`config.mk`:
```
export PLATFORM = sky130hd
export DESIGN_NAME = arc_front
export DESIGN_NICKNAME = d
export VERILOG_FILES = /design/src/rtl/core/arc_pkg.sv /design/src/rtl/core/arc_front.sv
export SDC_FILE = /design/constraint.sdc
export NUM_CORES = 1
export LEC_CHECK = 0
export ABC_AREA = 1
export BUFFER_PORTS_ARGS = -buffer_cell sky130_fd_sc_hd__buf_2
export CORE_UTILIZATION = 54
export CTS_CLUSTER_SIZE = 28
export DETAILED_ROUTE_END_ITERATION = 12
export PLACE_DENSITY_LB_ADDON = 0.2
export SLEW_MARGIN = 20
export SYNTH_ARGS = -nofsm -noshare
export SYNTH_HDL_FRONTEND = slang
export SYNTH_SLANG_ARGS = --single-unit
```
`constraint.sdc`:
```
create_clock -name clk_i -period 4.1 [get_ports clk_i]
set_clock_uncertainty 0.05 [all_clocks]
set_input_delay 1.025 -clock clk_i [delete_from_list [all_inputs] [get_ports clk_i]]
set_output_delay 1.025 -clock clk_i [all_outputs]
set_load 0.005 [all_outputs]
```
`src/rtl/core/arc_pkg.sv`:
```
`default_nettype none
// ----------------------------------------------------------------------------
// arc_pkg: shared types and constants of the ARC replacement core
// Holds list codes, the sequencer state type and the front/back status group.
// ----------------------------------------------------------------------------
package arc_pkg;

  localparam int PAGE_COUNT_DEF = 1024;
  localparam int PAGE_W         = 10;
  localparam int CAP_W          = 10;
  localparam int FAULT_W        = 32;
  localparam logic [CAP_W-1:0] CAP_RESET = 10'd256;

  // list that holds a page, as kept in the page table
  typedef enum logic [2:0] {
    TAG_NONE = 3'd0,
    TAG_T1   = 3'd1,
    TAG_T2   = 3'd2,
    TAG_B1   = 3'd3,
    TAG_B2   = 3'd4
  } tag_e;

  // list indexes for heads, tails and sizes
  localparam logic [1:0] LIST_T1 = 2'd0;
  localparam logic [1:0] LIST_T2 = 2'd1;
  localparam logic [1:0] LIST_B1 = 2'd2;
  localparam logic [1:0] LIST_B2 = 2'd3;

  // back-end sequencer states
  typedef enum logic [3:0] {
    ST_CLEAR,
    ST_IDLE,
    ST_LOOK,
    ST_DIV,
    ST_DROP_SEL,
    ST_DROP_U0,
    ST_DROP_U1,
    ST_REPL_SEL,
    ST_REPL_U0,
    ST_REPL_U1,
    ST_REPL_P0,
    ST_REPL_P1,
    ST_REF_U0,
    ST_REF_U1,
    ST_REF_P0,
    ST_REF_P1
  } st_e;

  // back-end status seen by the front end
  typedef struct packed {
    logic clearing;
    logic pop;
  } back_stat_t;

endpackage

`default_nettype wire

```
`src/rtl/core/arc_front.sv`:
```
`default_nettype none
// ----------------------------------------------------------------------------
// arc_front: command intake and item queue
// Accepts page references, folds them into the page table range and queues
// up to two items for the back end.
// ----------------------------------------------------------------------------
module arc_front import arc_pkg::*; #(
  parameter int PAGE_COUNT = PAGE_COUNT_DEF,
  localparam int PW = $clog2(PAGE_COUNT)
) (
  input  wire logic              clk_i,
  input  wire logic              rst_ni,
  input  wire logic              start,
  output logic                   busy,
  input  wire logic [PAGE_W-1:0] page_number_i,
  input  wire back_stat_t        stat_i,
  output logic                   item_valid_o,
  output logic [PW-1:0]          item_page_o
);

  logic [PW-1:0] page_red;
  logic [PW-1:0] slot_q [2];
  logic          wr_ptr_q, rd_ptr_q;
  logic [1:0]    cnt_q;
  logic          accept;

  // fold the page number into the table
  if (PAGE_COUNT >= (1 << PAGE_W)) begin : g_nofold
    assign page_red = PW'(page_number_i);
  end else begin : g_fold
    always_comb begin
      logic [PAGE_W:0] v;
      v = {1'b0, page_number_i};
      for (int k = 8; k >= 0; k--) begin
        if (32'(v) >= (32'(PAGE_COUNT) << k)) begin
          v = v - (PAGE_W + 1)'(32'(PAGE_COUNT) << k);
        end
      end
      page_red = PW'(v);
    end
  end

  assign busy         = (cnt_q == 2'd2) || stat_i.clearing;
  assign accept       = start && !busy;
  assign item_valid_o = (cnt_q != 2'd0);
  assign item_page_o  = slot_q[rd_ptr_q];

  // advance queue pointers
  always_ff @(posedge clk_i or negedge rst_ni) begin
    if (!rst_ni) begin
      wr_ptr_q <= 1'b0;
      rd_ptr_q <= 1'b0;
      cnt_q    <= 2'd0;
    end else begin
      if (accept) begin
        wr_ptr_q <= ~wr_ptr_q;
      end
      if (stat_i.pop) begin
        rd_ptr_q <= ~rd_ptr_q;
      end
      cnt_q <= cnt_q + {1'b0, accept} - {1'b0, stat_i.pop};
    end
  end

  // hold queued items
  always_ff @(posedge clk_i) begin
    if (accept) begin
      slot_q[wr_ptr_q] <= page_red;
    end
  end

endmodule

`default_nettype wire

```
======== Word level (Yosys, flattened, before mapping) ========
Memories as Yosys holds them, arrays and structs flattened.
Index checks and enable logic that the tools add are counted.
storage, ports and cells
  register bits ........................... 4
  latch bits .............................. 0
  bits in writable memories ............... 20
  bits in read-only memories .............. 0
  bits of input ports ..................... 15
  logic and storage cells ................. 15
  memories kept ........................... 1
cells by class
  add/subtract/negate cells ............... 2
  multipliers ............................. 0
  div/mod/pow operators ................... 0
  order comparisons ....................... 0
  eq/ne operators ......................... 1
  shift operators ......................... 0
  multiplexer cells ....................... 2
  bitwise logic cells ..................... 2
  reductions and logical operators ........ 4
memory list
  name    words  bits a word  rd ports  clocked after Yosys merged registers in  write ports  RTL line         RTL
  slot_q  2      10           1         0                                        1            arc_front.sv:22  logic [PW-1:0] slot_q [2];
operator list
  kind                number
  $add 2x1->2         1
  $eq 2x2->1 const B  1
  $mux 1              2
  $not 1->1           2
  $reduce_bool 2->1   1
  $sub 2x1->2         1
  $logic_and 1x1->1   1
  $logic_not 1->1     1
  $logic_or 1x1->1    1

======== Longest topological paths before layout ========
  word-level depth ........................ 6
  depth in mapped cells ................... 9

======== Least setup slack after synthesis ========
OpenSTA, ideal clock, no wires.
  kind .................................... in2out
  start point ............................. in stat_i[1] in the netlist's numbering
  end point ............................... out busy
  arrival time ............................ 1.165 ns
  path slack .............................. 1.860 ns
  stages .................................. 2
  buffers on the path ..................... 0
  cell sequence ........................... inv_1 -> nand2_1
on the way
  longest elaborated chain between the ends .. 1
ends and longest elaborated chain
  item                RTL line         RTL
  start: declaration  arc_front.sv:16  input wire back_stat_t stat_i,
  $logic_or 1x1->1    arc_front.sv:43  assign busy = (cnt_q == 2'd2) || stat_i.clearing;
  end: declaration    arc_front.sv:14  output logic busy,
Every way passes these cells.

======== Final worst setup path ========
  start point ............................. reg rd_ptr_q
  end point ............................... out item_page_o[0]
on the way
  longest elaborated chain between the ends .. 1
ends and longest elaborated chain
  item                      RTL line         RTL
  start: declaration        arc_front.sv:23  logic wr_ptr_q, rd_ptr_q;
  start signal: assignment  arc_front.sv:59  rd_ptr_q <= ~rd_ptr_q;
  $mem_v2 2x10              n/a
  end: declaration          arc_front.sv:18  output logic [PW-1:0] item_page_o
Every way passes these cells.

==> impl_metrics.tcl <==
set metrics [dict create \
    power_density_nw_per_um2 599.3 \
    report.final.slew_viol_count 0 \
    io_pins 27 \
    status "complete, no violations" \
    ant_nets 0 \
    ys_top_cells_by_area "edfxtp_1 59%, dfrtp_1 9.9%, o21ai_2 8.7%" \
    pre_cts_ws_ns 1.647 \
    maxSlewHeadroom 0.4195 \
    power.total_mw 0.7213 \
    antenna_found_initial 0 \
    synthSimpleGateAreaFrac 0.09889 \
    grt_pass1_vias 519 \
    cts_htree_levels 1 \
    hold_viol_final 0 \
    period_share 0.6485 \
    timing.hold.ws_ns 0.4422 \
    synthMuxAreaShare 0 \
    tns_ns 0 \
    drc_errors 0 \
    synth_xor_xnor_area_share 0.008653 \
    arrival_ns 1.58 \
    hold_path_class "flip-flop to flip-flop" \
    synth_nets 98 \
    core_um2 1745 \
    grtUsageTotal 0.1429 \
    diodes 0 \
    yosys.area_share.adder 0.02472 \
    grt.overflow.total 0 \
    ff2ff_setup_slack_ns 2.38 \
    drive_above_1_share 0.3761 \
    nets 127 \
    syn_area_per_cell_um2 12.50 \
    hold_end "wr_ptr_q" \
    r2r_end "slot_q[1][5]" \
    pwr-share-seq 0.502 \
    synth_top_family_by_area "simple AND/OR/NAND/NOR gates" \
    initialDrtViolationCount 6 \
    internal-power_mw 0.5020 \
    grt_max_degree 22 \
    fmax_mhz 376.1 \
    synth_area_leader_cell "edfxtp_1" \
    cts.reportedPaths.clkPinSlew_ns 0.13 \
    cts_tree "built" \
    endpoint_kind "output port" \
    clk_path_buf_depth 2 \
    rr_startpoint "cnt_q[1]" \
    cts_hold_buf 0 \
    cts.sinks 24 \
    syn_area_um2 1012 \
    start_util 0.5799 \
    path_class "flip-flop to output port" \
    port_buffers 26 \
    min_path_cells 2 \
    reg2regPathDepth 3 \
    fin_crit_ns 2.659 \
    required_ns 3.02 \
    finalWorstSetupSlack_ns 1.441 \
    post_cts_buffers 0 \
    yosys_register_bits 24 \
    pwr-share-clk 0.230 \
    irDropWorstVdd_v 0.0003738 \
    yosysSeqAreaShare 0.6922 \
    wl_per_cell_um 10.21 \
    std_cell_rows 15 \
    die_w_um 45.30 \
    die_y_um 45.30 \
    wirelength_mm 1.368 \
    clk_latency_ns 0.30 \
    worst_slew_pin_slew_ns 0.8675 \
    dr.pass1.iters 4 \
    place.gp.congestion 0.7653 \
    die_area_um2 2052 \
    via_per_inst 4.664 \
    rsz0062_at_grt "no" \
    syn2layout_area_growth_pct 18.91 \
    grt_pass1_wl_mm 2.007 \
    cp_max_fo 21 \
    power.leakage_nw 0.5626 \
    via_count 625 \
    swShare 0.3041 \
    final_util 0.6896 \
    yosys.area.top_type_share 0.5933 \
    share_comb_of_total_power 0.268 \
    postCtsResizedCells 0 \
    setup_viol 0 \
    yosysWarnings 0 \
    synth_compound_area_frac 0.08653 \
    switching_power_mw 0.2194 \
    syn_inst 81 \
    cts_buffers 3 \
    synth.distinct_cells 12 \
    cts_root_buf "clkbuf_4" \
    maxCapViolCount 0 \
    dp.final_hpwl_um 998.4 \
    hp-start "wr_ptr_q" \
    cp-start-kind "flip-flop" \
]
## worst max-delay path by stage
| stage | slack [ns] | endpoint | cells after the start | from |
|---|---|---|---|---|
| 2_1_floorplan | 1.86 | busy | 2 | stat_i[1] |
| 3_3_place_gp | 1.65 | busy | 4 | stat_i[1] |
| 3_5_place_dp | 1.65 | busy | 4 | stat_i[1] |
| 4_1_cts | 1.42 | item_page_o[0] | 3 | rd_ptr_q |
| 5_1_grt | 1.32 | item_page_o[7] | 3 | rd_ptr_q |
| 6_report | 1.44 | item_page_o[0] | 3 | rd_ptr_q |
## synth_stat cells
master / count
dfrtp_1: 4
xor2_1: 1
inv_1: 18
buf_6: 2
nor2_1: 1
ha_1: 2
edfxtp_1: 20
o21ai_2: 10
nand3_1: 1
nand3_2: 1
nand4_1: 1
nand2_1: 20
## final cells by class
class	count	area (um2)
Fill cell	138	541.8
Tap cell	25	31.28
Timing Repair Buffer	26	130.1
Multi-Input combinational cell	37	221.5
Clock inverter	1	30.03
Inverter	18	67.56
Sequential cell	24	700.7
Clock buffer	3	22.52
## cells by family (layout without fill, tap and decap cells)
| family | count (synthesis) | count (layout) |
|---|---|---|
| buffers and inverters | 20 | 48 |
| adder cells (fa/ha/maj) | 2 | 2 |
| flip-flops | 24 | 24 |
| XOR/XNOR | 1 | 1 |
| AO/OA/AOI/OAI | 10 | 10 |
| AND/OR/NAND/NOR | 24 | 24 |
## state kept, by name, indices dropped and copies added (netlist names)
register and flops:
cnt_q 2, rd_ptr_q 1, slot_q 20, wr_ptr_q 1
## stage by stage
stage,instances,cell area (um2)
2_1_floorplan,81,1012
3_3_place_gp,130,1151
3_5_place_dp,130,1151
4_1_cts,134,1204
5_1_grt,134,1204
6_report,134,1204
## worst max-delay path, cell delays in order (launching register included)
cell	delay, ns
dfrtp_1	0.90
nand2_1	0.14
o21ai_2	0.10
buf_2	0.13
## placed cells by master (no fill, tap or decap)
| cell type | count |
|---|---|
| buf_2 | 26 |
| nand2_1 | 20 |
| edfxtp_1 | 20 |
| inv_1 | 18 |
| o21ai_2 | 10 |
| dfrtp_1 | 4 |
| clkbuf_4 | 3 |
| ha_1 | 2 |
| nand3_2 | 1 |
| nand3_1 | 1 |
| nor2_1 | 1 |
| nand4_1 | 1 |
| xor2_1 | 1 |
| bufinv_16 | 1 |
## power by group through the flow
| stage | sequential (mW) | clock [mW] | combinational (mW) |
|---|---|---|---|
| after floorplan | 0.334 | 0 | 0.169 |
| after global placement | 0.368 | 0 | 0.186 |
| after detailed placement | 0.369 | 0 | 0.197 |
| after CTS | 0.363 | 0.168 | 0.197 |
| after global routing | 0.369 | 0.174 | 0.219 |
| final | 0.362 | 0.166 | 0.193 |
## routing by layer
metal,part of all wire,GRT usage
met1,0.40,0.1471
met2,0.56,0.2812
met3,0.025,0.02400
met4,0.012,0.05455
met5,0,0
Note: power is estimated with default switching activity, not from simulation.
